$ cat src/rtl/strp_pkg.sv
// Shared types and constants for the serial telemetry response parser.
// Depends on nothing. The parser top level imports it.
`default_nettype none

package strp_pkg;

  // Parser phase while walking through a response frame.
  typedef enum logic [2:0] {
    PhIdle,
    PhDollar,
    PhM,
    PhArrow,
    PhSize,
    PhBody
  } phase_e;

  // Message kind reported with each decoded value.
  typedef enum logic [1:0] {
    KindAttitude = 2'd0,
    KindRawImu   = 2'd1,
    KindRc       = 2'd2,
    KindAnalog   = 2'd3
  } kind_e;

  // Header bytes '$', 'M' and '>'.
  localparam logic [7:0] SyncDollar = 8'h24;
  localparam logic [7:0] SyncM      = 8'h4D;
  localparam logic [7:0] SyncArrow  = 8'h3E;

  // Command codes that carry decoded values.
  localparam logic [7:0] CmdRawImu   = 8'd102;
  localparam logic [7:0] CmdRc       = 8'd105;
  localparam logic [7:0] CmdAttitude = 8'd108;
  localparam logic [7:0] CmdAnalog   = 8'd110;

  // Payload bytes that any decode can reach (six words at most).
  localparam int unsigned DecodeBytes = 12;
  localparam int unsigned MaxValues   = 6;
  localparam int unsigned StoreIdxW   = $clog2(DecodeBytes);
  localparam int unsigned ValueIdxW   = $clog2(MaxValues);

  // Configuration space.
  localparam int unsigned AddrW              = 3;
  localparam logic        RegMaxPayload      = 1'b0;
  localparam logic [7:0]  MaxPayloadResetVal = 8'd50;

endpackage

`default_nettype wire

$ cat src/rtl/serial_telemetry_response_parser.sv
// Response frame parser for a byte-wide serial telemetry link.
// Depends on strp_pkg for phase and kind types, header bytes and command codes.
//
//   Channel   Direction  Handshake               Payload
//   -------   ---------  ----------------------  ---------------------------------
//   in        input      in_valid_i / in_ready_o  rx_byte_i
//   out       output     out_valid_o/out_ready_i  msg_kind_o, value_index_o,
//                                                 value_o, last_o
//   config    input      psel/penable/pwrite      paddr, pwdata, prdata, pready
//
// Each byte is taken as it fires, so bytes can arrive back to back. A checksum byte that
// completes a good frame loads the decoded values into the result bank; the first result
// is visible in the next cycle and the 3, 4 or 6 values then leave one per cycle unless
// the result side stalls, which holds the shown result. Only a checksum byte waits:
// while the previous frame still has results other than a final one taken in the same
// cycle. Reset returns to header hunt, empties the bank and sets max_payload to 50.
`default_nettype none

module serial_telemetry_response_parser (
  input  wire logic                        clk_i,
  input  wire logic                        rst_ni,

  input  wire logic                        in_valid_i,
  output      logic                        in_ready_o,
  input  wire logic [7:0]                  rx_byte_i,

  output      logic                        out_valid_o,
  input  wire logic                        out_ready_i,
  output      logic [1:0]                  msg_kind_o,
  output      logic [2:0]                  value_index_o,
  output      logic signed [15:0]          value_o,
  output      logic                        last_o,

  input  wire logic                        psel,
  input  wire logic                        penable,
  input  wire logic                        pwrite,
  input  wire logic [strp_pkg::AddrW-1:0]  paddr,
  input  wire logic [31:0]                 pwdata,
  output      logic [31:0]                 prdata,
  output      logic                        pready
);

  import strp_pkg::*;

  // ---------------------------------------------------------------------------
  // Configuration register. Register index is the word address bit above the
  // byte offset; writes to other indexes are dropped and read back as zero.
  // ---------------------------------------------------------------------------
  logic [7:0] max_payload_q;
  logic       cfg_hit;
  logic       cfg_we;

  assign pready  = 1'b1;
  assign cfg_hit = (paddr[2] == RegMaxPayload);
  assign cfg_we  = psel && penable && pwrite && pready && cfg_hit;
  assign prdata  = cfg_hit ? {24'b0, max_payload_q} : 32'b0;

  always_ff @(posedge clk_i or negedge rst_ni) begin
    if (!rst_ni) begin
      max_payload_q <= MaxPayloadResetVal;
    end else if (cfg_we) begin
      max_payload_q <= pwdata[7:0];
    end
  end

  // ---------------------------------------------------------------------------
  // Frame parser state.
  // ---------------------------------------------------------------------------
  phase_e     phase_q, phase_d;
  logic [7:0] len_q, len_d;
  logic [7:0] cmd_q, cmd_d;
  logic [7:0] off_q, off_d;
  logic [7:0] xor_q, xor_d;
  logic [7:0] store_q [DecodeBytes];
  logic       store_we;

  // Result bank.
  logic                 busy_q;
  logic [ValueIdxW-1:0] idx_q;
  logic [ValueIdxW-1:0] last_idx_q;
  kind_e                kind_q;
  logic [15:0]          words_q [MaxValues];

  logic in_fire;
  logic is_check;
  logic out_fire;
  logic emit_done;
  logic frame_ok;
  logic cmd_known;

  assign in_fire   = in_valid_i && in_ready_o;
  assign out_fire  = out_valid_o && out_ready_i;
  assign emit_done = out_fire && last_o;

  // The checksum byte is the one that arrives once the whole payload is in.
  assign is_check  = (phase_q == PhBody) && (off_q == len_q);

  // Only a checksum byte can produce results, so only it waits for the bank.
  assign in_ready_o = !is_check || !busy_q || emit_done;

  assign cmd_known = cmd_q inside {CmdAttitude, CmdRawImu, CmdRc, CmdAnalog};
  assign frame_ok  = in_fire && is_check && (xor_q == rx_byte_i) && cmd_known;

  always_comb begin
    phase_d  = phase_q;
    len_d    = len_q;
    cmd_d    = cmd_q;
    off_d    = off_q;
    xor_d    = xor_q;
    store_we = 1'b0;
    if (in_fire) begin
      case (phase_q)
        PhIdle:   phase_d = (rx_byte_i == SyncDollar) ? PhDollar : PhIdle;
        PhDollar: phase_d = (rx_byte_i == SyncM) ? PhM : PhIdle;
        PhM:      phase_d = (rx_byte_i == SyncArrow) ? PhArrow : PhIdle;
        PhArrow: begin
          // An oversized frame is dropped right at its size byte.
          if (rx_byte_i > max_payload_q) begin
            phase_d = PhIdle;
          end else begin
            len_d   = rx_byte_i;
            off_d   = 8'd0;
            xor_d   = rx_byte_i;
            phase_d = PhSize;
          end
        end
        PhSize: begin
          cmd_d   = rx_byte_i;
          xor_d   = xor_q ^ rx_byte_i;
          phase_d = PhBody;
        end
        PhBody: begin
          if (off_q < len_q) begin
            xor_d    = xor_q ^ rx_byte_i;
            store_we = (off_q < 8'(DecodeBytes));
            off_d    = off_q + 8'd1;
          end else begin
            // Checksum byte: the frame ends here whatever it holds.
            phase_d = PhIdle;
          end
        end
        default: phase_d = PhIdle;
      endcase
    end
  end

  always_ff @(posedge clk_i or negedge rst_ni) begin
    if (!rst_ni) begin
      phase_q <= PhIdle;
      len_q   <= 8'd0;
      cmd_q   <= 8'd0;
      off_q   <= 8'd0;
      xor_q   <= 8'd0;
    end else begin
      phase_q <= phase_d;
      len_q   <= len_d;
      cmd_q   <= cmd_d;
      off_q   <= off_d;
      xor_q   <= xor_d;
    end
  end

  // Payload bytes are never cleared: at decode time every position below the
  // frame length has been written by this frame, and the rest read as zero.
  always_ff @(posedge clk_i) begin
    if (store_we) begin
      store_q[off_q[StoreIdxW-1:0]] <= rx_byte_i;
    end
  end

  // ---------------------------------------------------------------------------
  // Decode of the finished payload.
  // ---------------------------------------------------------------------------
  logic [7:0]           kept [DecodeBytes];
  logic [15:0]          dec_words [MaxValues];
  kind_e                kind_d;
  logic [ValueIdxW-1:0] last_idx_d;

  always_comb begin
    for (int j = 0; j < DecodeBytes; j++) begin
      kept[j] = (8'(j) < len_q) ? store_q[j] : 8'd0;
    end
    kind_d     = KindAttitude;
    last_idx_d = ValueIdxW'(2);
    for (int i = 0; i < MaxValues; i++) begin
      dec_words[i] = {kept[2*i+1], kept[2*i]};
    end
    case (cmd_q)
      CmdAttitude: begin
        kind_d     = KindAttitude;
        last_idx_d = ValueIdxW'(2);
      end
      CmdRawImu: begin
        kind_d     = KindRawImu;
        last_idx_d = ValueIdxW'(5);
      end
      CmdRc: begin
        kind_d     = KindRc;
        last_idx_d = ValueIdxW'(3);
      end
      CmdAnalog: begin
        // A signed byte first, then three words starting at an odd offset.
        kind_d       = KindAnalog;
        last_idx_d   = ValueIdxW'(3);
        dec_words[0] = {{8{kept[0][7]}}, kept[0]};
        dec_words[1] = {kept[2], kept[1]};
        dec_words[2] = {kept[4], kept[3]};
        dec_words[3] = {kept[6], kept[5]};
      end
      default: begin
        kind_d     = KindAttitude;
        last_idx_d = ValueIdxW'(2);
      end
    endcase
  end

  // ---------------------------------------------------------------------------
  // Result bank: loaded by a good frame, drained one value per transaction.
  // ---------------------------------------------------------------------------
  always_ff @(posedge clk_i or negedge rst_ni) begin
    if (!rst_ni) begin
      busy_q <= 1'b0;
      idx_q  <= '0;
    end else if (frame_ok) begin
      busy_q <= 1'b1;
      idx_q  <= '0;
    end else if (out_fire) begin
      if (last_o) begin
        busy_q <= 1'b0;
      end else begin
        idx_q <= idx_q + ValueIdxW'(1);
      end
    end
  end

  always_ff @(posedge clk_i) begin
    if (frame_ok) begin
      kind_q     <= kind_d;
      last_idx_q <= last_idx_d;
      words_q    <= dec_words;
    end
  end

  assign out_valid_o   = busy_q;
  assign msg_kind_o    = kind_q;
  assign value_index_o = idx_q;
  assign value_o       = words_q[idx_q];
  assign last_o        = (idx_q == last_idx_q);

`ifndef SYNTHESIS
  // A good frame shows its first value in the next cycle.
  assert property (@(posedge clk_i) disable iff (!rst_ni)
    frame_ok |=> out_valid_o && (value_index_o == 3'd0))
    else $error("good frame did not start its results");

  // The final value sits at the position that its kind allows.
  assert property (@(posedge clk_i) disable iff (!rst_ni)
    out_valid_o && last_o |->
      (msg_kind_o == KindAttitude && value_index_o == 3'd2) ||
      (msg_kind_o == KindRawImu && value_index_o == 3'd5) ||
      (msg_kind_o == KindRc && value_index_o == 3'd3) ||
      (msg_kind_o == KindAnalog && value_index_o == 3'd3))
    else $error("last flag at a wrong position");

  // Taking a value that is not the last one moves on to the next position.
  assert property (@(posedge clk_i) disable iff (!rst_ni)
    out_valid_o && out_ready_i && !last_o |=>
      out_valid_o && (value_index_o == $past(value_index_o) + 3'd1))
    else $error("result sequence skipped or stopped");

  // The payload offset never runs past the frame length.
  assert property (@(posedge clk_i) disable iff (!rst_ni)
    (phase_q == PhBody) |-> (off_q <= len_q))
    else $error("payload offset beyond frame length");
`endif

endmodule

`default_nettype wire
$ cat config.mk
export PLATFORM = sky130hd
export DESIGN_NAME = serial_telemetry_response_parser
export DESIGN_NICKNAME = d
export VERILOG_FILES = /design/src/rtl/strp_pkg.sv /design/src/rtl/serial_telemetry_response_parser.sv
export SDC_FILE = /design/constraint.sdc
export NUM_CORES = 1
export LEC_CHECK = 0
export BUFFER_PORTS_ARGS = -buffer_cell sky130_fd_sc_hd__buf_2
export CAP_MARGIN = 20
export CORE_UTILIZATION = 64
export DETAILED_ROUTE_END_ITERATION = 10
export PLACE_DENSITY = 0.91
export SYNTH_ARGS = -nofsm -noshare
export SYNTH_HDL_FRONTEND = slang
export SYNTH_SLANG_ARGS = --single-unit
$ cat constraint.sdc
create_clock -name clk_i -period 11.56 [get_ports clk_i]
set_input_delay 1.734 -clock clk_i [delete_from_list [all_inputs] [get_ports clk_i]]
set_output_delay 1.734 -clock clk_i [all_outputs]
set_load 0.005 [all_outputs]
# Yosys cells after proc, flatten, opt, wreduce, memory -nomap -nowiden
# Memory sizes are Yosys's and may differ from the RTL's. A register that Yosys moved wholly into a read port is not among the register bits.
# Index checks and enable logic that the tools add are counted.
# totals
reg_bits	116
latch_bits	0
ram_bits	96
rom_bits	0
inputBits	50
mem_count	1
# classes
n_addsub	2
mul	0
div_mod_pow	0
magnitude_cmp	16
eq_ne	19
shifts	0
muxes	38
n_bitwise	4
n_reduce_logical	32
# mem_list
name	depth	word_bits	rd	rd_clocked_by_memory_dff	wr	line_no	text
store_q	12	8	12	4	1	serial_telemetry_response_parser.sv:74	logic [7:0] store_q [DecodeBytes];
# ops
cell	n
$mux 8	13
$mux 64	1
$bmux 16 s3	1
$eq 8x7->1 const B	5
$lt 3x8->1 const A	4
$lt 4x8->1 const A	4
$mux 16	2
$pmux 8 s3	1
$pmux 3 s6	1
$eq 8x6->1 const B	2
$eq 8x8->1	2
$lt 1x8->1 const A	2
$lt 2x8->1 const A	2
$pmux 8 s2	1
$mux 3	5
$logic_and 1x1->1	10
$mux 1	9
$add 8x1->8 const B	1
$gt 8x8->1	1
$lt 8x4->1 const B	1
$lt 8x8->1	1
$reduce_and 2->1	4
$reduce_and 4->1	2
$xor 8x8->8	1
21 further kinds	35

# Longest topological paths before layout
# depth
word_depth	11
depth_mapped	10
ltp_nobuf	8

# Worst setup path after synthesis
# OpenSTA, ideal clock, no wires.
# synth_path
kind	in2reg
from	in out_ready_i
to	reg last_idx_q[0] (enable)
setup_time_ps	509
t_arrival_ps	5571
path_slack_ps	5480
stages	4
path_buffers	0
path_cell_list	a41oi_4 -> a21oi_4 -> nand4_1 -> nor4_4
# synth_between
elab_chain_cells	7
# synth_rtl
item	line_no	text
start, declared	serial_telemetry_response_parser.sv:28	input wire logic out_ready_i,
$logic_and 1x1->1	serial_telemetry_response_parser.sv:92	assign out_fire = out_valid_o && out_ready_i;
$logic_and 1x1->1	serial_telemetry_response_parser.sv:93	assign emit_done = out_fire && last_o;
$logic_or 1x1->1	serial_telemetry_response_parser.sv:99	assign in_ready_o = !is_check || !busy_q || emit_done;
$logic_and 1x1->1	serial_telemetry_response_parser.sv:91	assign in_fire = in_valid_i && in_ready_o;
$logic_and 1x1->1 (3 in a row)	serial_telemetry_response_parser.sv:102	assign frame_ok = in_fire && is_check && (xor_q == rx_byte_i) && cmd_known;
via frame_ok	serial_telemetry_response_parser.sv:88	logic frame_ok;
end signal, assigned	serial_telemetry_response_parser.sv:239	last_idx_q <= last_idx_d;
end, declared	serial_telemetry_response_parser.sv:80	logic [ValueIdxW-1:0] last_idx_q;
# The timed path passes the listed nets, and every way through them passes these cells.
# A chain may end at the register's enable or synchronous reset.

# Worst setup path after layout
# layout_path
from	reg idx_q[2], in the netlist value_index_o[2]
to	out value_o[0]
# layout_between
elab_chain_cells	4
# layout_rtl
item	line_no	text
start, declared	serial_telemetry_response_parser.sv:79	logic [ValueIdxW-1:0] idx_q;
start signal, assigned	serial_telemetry_response_parser.sv:231	idx_q <= idx_q + ValueIdxW'(1);
$not 3->4 (implied by the code)	serial_telemetry_response_parser.sv:247	assign value_o = words_q[idx_q];
$bmux 16 s3	serial_telemetry_response_parser.sv:247	
$mux 16 (implied by the code) (2 in a row)	serial_telemetry_response_parser.sv:247	
end, declared	serial_telemetry_response_parser.sv:31	output logic signed [15:0] value_o,
# Every way passes these cells. The select of a mux whose other input is x is not followed.

==> results.md <==
* GR peak layer: met2
* Unique masters post-synth at 63
* DR pass1 iterations at 7
* H-tree Lvls at 1
* Crit Path Max Fanout at 20
* Root Buffer: clkbuf_16
* Largest cells by area after synthesis: edfxtp_1 (54%), dfrtp_1 (10%), mux4_2 (3.3%), ha_1 (2.4%), mux2_2 (2.4%)
* FF+latch area at 7100 um^2
* Detail Route Antenna Nets at 0
* Class of the worst hold path: reg -> reg
* Number of buffers added on ports at 55
* RSZ-0062 raised after global routing: false
* Die area at 17700 um^2
* Clock period minus worst slack at between 4000 and 5000 ps
* Post-Syn Instances at slightly below 800
* Final core utilization at between 70% and 80%
* Final HPWL DP at 15200 um
* Reg2reg end: words_q[26]
* Synthesized area per cell at 14.1 um^2
* Largest net degree at the start of global routing at 95
* Placed insts at around 1000
* Fin cells at 1074
* CTS tree: built
* Post-synth EDFFs at 197
* WP data required at 9830 ps
* Power density cells at between 200 and 250 nW/um^2
* Max IR drop VDD at 0.134 mV
* Vias per inst at about 6.5
* F_max at 0.222 GHz
* Cts repair resizes at 0
* Status: finished, final reports clean
* Static leakage at 4.57 nW
* Hold wc startpoint: max_payload_q[7]
* Synthesized area at about 11000 um^2
* Setup CP Type: reg -> out
* Max_cap viols at 0
* Starting Density at 65.9%
* CP Capture Type: primary output
* Grt met1 use at 33.7%
* Final Cell Area at 12200 um^2
* Filler cell count at 944
* Yosys top cell by area: edfxtp_1
* Worst slew pin tran at 1060 ps
* Total CTS buffers at 24
* # DRC at 0
* Clk slew on worst S/H paths at 60 ps
* Clk_skew at 14.3 ps
* Post-synthesis sequential area ratio at roughly 65%
* P&R area growth vs syn at 11.0%
* Share of layout cells above drive strength 1 at 18.1%
* Drt total wl at between 20000 and 25000 um
* Row cnt at 47
* Core ar. at 16600 um^2
* Drt wl/cell at 23.0 um
* Vias in the first global route at 6942
* Max-slew violations at 0
* Reg-to-Reg Start: value_index_o[2]
* Commonest non-fill, non-tap cell in the layout: edfxtp_1
* FFs w/ async S/R, synth at 19.3%
* Die height at 133 um
* Area of placed instances at about 11000 um^2
* Hold Vio Cnt, Final at 0
* CTS Sinks at 244
* Main synth FF type: edfxtp_1
* Clock tree buffer depth at 3
* Yosys Warn Count at 0
* Worst skew pair latency at ~510 ps
* # diodes at 0
* Die width at between 100 and 150 um
* Footprint of the multi-input gates at 3470 um^2
* Initial antenna violation count at 0
* Remaining global-route overflow at 0
* Final setup vio count at 0
* Vias at between 6000 and 7000
* # IOs at about 110
* Number of setup buffers added after CTS at 0
* Hold_buf cts at 0
* CP startpoint: value_index_o[2]
* Total Routing Usage GR at between 20% and 30%
* R2r setup slk at 7800 ps
* Setup crit end: value_o[0]
* Period utilization at just under 40%
* GP Congestion at 0.898
* WP data arrival at roughly 2800 ps
* First-pass GRT wire length at 37700 um
* Synth top area share at 53.9%
* Slew headroom at between 20% and 30%
* Setup tns final at 0 ps
* Met3 usage at 4.71%
* Startpoint types: flop
* Iter 0 DRT Violations at 878
* Synth Register Bits at roughly 240
* Most frequent cells in the layout: edfxtp_1 (197), buf_2 (55), dfrtp_1 (43)
* Fin nets at 909
* Grt met2 use at approximately 50%
* R2R depth at 7
[power by group]
group,internal [mW],switching [mW]
clock network,0.461,0.316
logic,0.269,0.327
registers,1.02,0.0901
[cell usage after synthesis, drive strengths merged, types with 2 or more instances]
library cell and number:
dfrtp 44, and3 11, and2 36, or3 6
nor2b 13, nor4 4, o22ai 17, nand2b 9
buf 38, mux2 23, nor3b 3, a21o 8
a32o 2, a31oi 3, a22o 16, clkbuf 14
nand3 34, nand4bb 2, edfxtp 197, mux4 16
nand2 37, o2bb2ai 12, xor2 5, dfstp 3
o31ai 5, or2 2, and4 4, nand3b 2
nor2 28, nand4b 2, ha 21, a21oi 21
mux2i 24, nor3 6, xnor2 8, conb 2
or4 5, o21ai 38, nand4 6, inv 41
[cell families after synthesis]
family	Yosys count	share of synthesized area, %
other cells	2	0.0685
simple gates	213	11.0
xor+xnor	13	1.55
flops	244	64.7
mux	63	7.84
fa+ha+maj	21	2.40
compound gates	128	8.00
buf+inv	93	4.45
[per-layer routing]
layer / up-vias / share of wire, %
met2: 505 / 52
met4: 0 / 4.6
met3: 96 / 8.7
met5: - / 0
met1: 3374 / 35
li1: 2997 / -
[how the worst min path moves through the flow]
| stage | to | cells past startpoint |
|---|---|---|
| floorplan | cmd_q[7] | 1 |
| global placement | cmd_q[4] | 1 |
| detailed placement | max_payload_q[7] | 1 |
| CTS | max_payload_q[7] | 1 |
| global route | cmd_q[4] | 1 |
| finish | max_payload_q[7] | 1 |
[state kept, by name, indices dropped and copies added (netlist names), 2 cells and up]
| name | count |
|---|---|
| value_index_o | 3 |
| words_q | 96 |
| cmd_q | 8 |
| phase_q | 3 |
| store_q | 96 |
| xor_q | 8 |
| off_q | 8 |
| len_q | 8 |
| msg_kind_o | 2 |
| max_payload_q | 8 |
| last_idx_q | 3 |
[cell type report]
class	count	area share [%]
Sequential cell	244	58.3
Multi-Input combinational cell	463	28.5
Clock buffer	29	5.26
Timing Repair Buffer	64	3.18
Tap cell	220	2.26
Inverter	41	1.26
Clock inverter	13	1.16
[stage by stage]
step | power (mW) | worst slack [ps] | hold slack, ps
6_report | 2.48 | 7060 | 504
2_1_floorplan | 1.53 | 5480 | 473
5_1_grt | 2.58 | 6930 | 528
3_5_place_dp | 1.70 | 6790 | 494
4_1_cts | 2.47 | 7090 | 507
3_3_place_gp | 1.66 | 6920 | 483
[worst max-delay path: stages, from the launching register on]
cell	delay, ps
dfrtp_1	970
nand2b_1	700
o22ai_1	400
buf_2	180
Power figures use the tool's default switching activity.
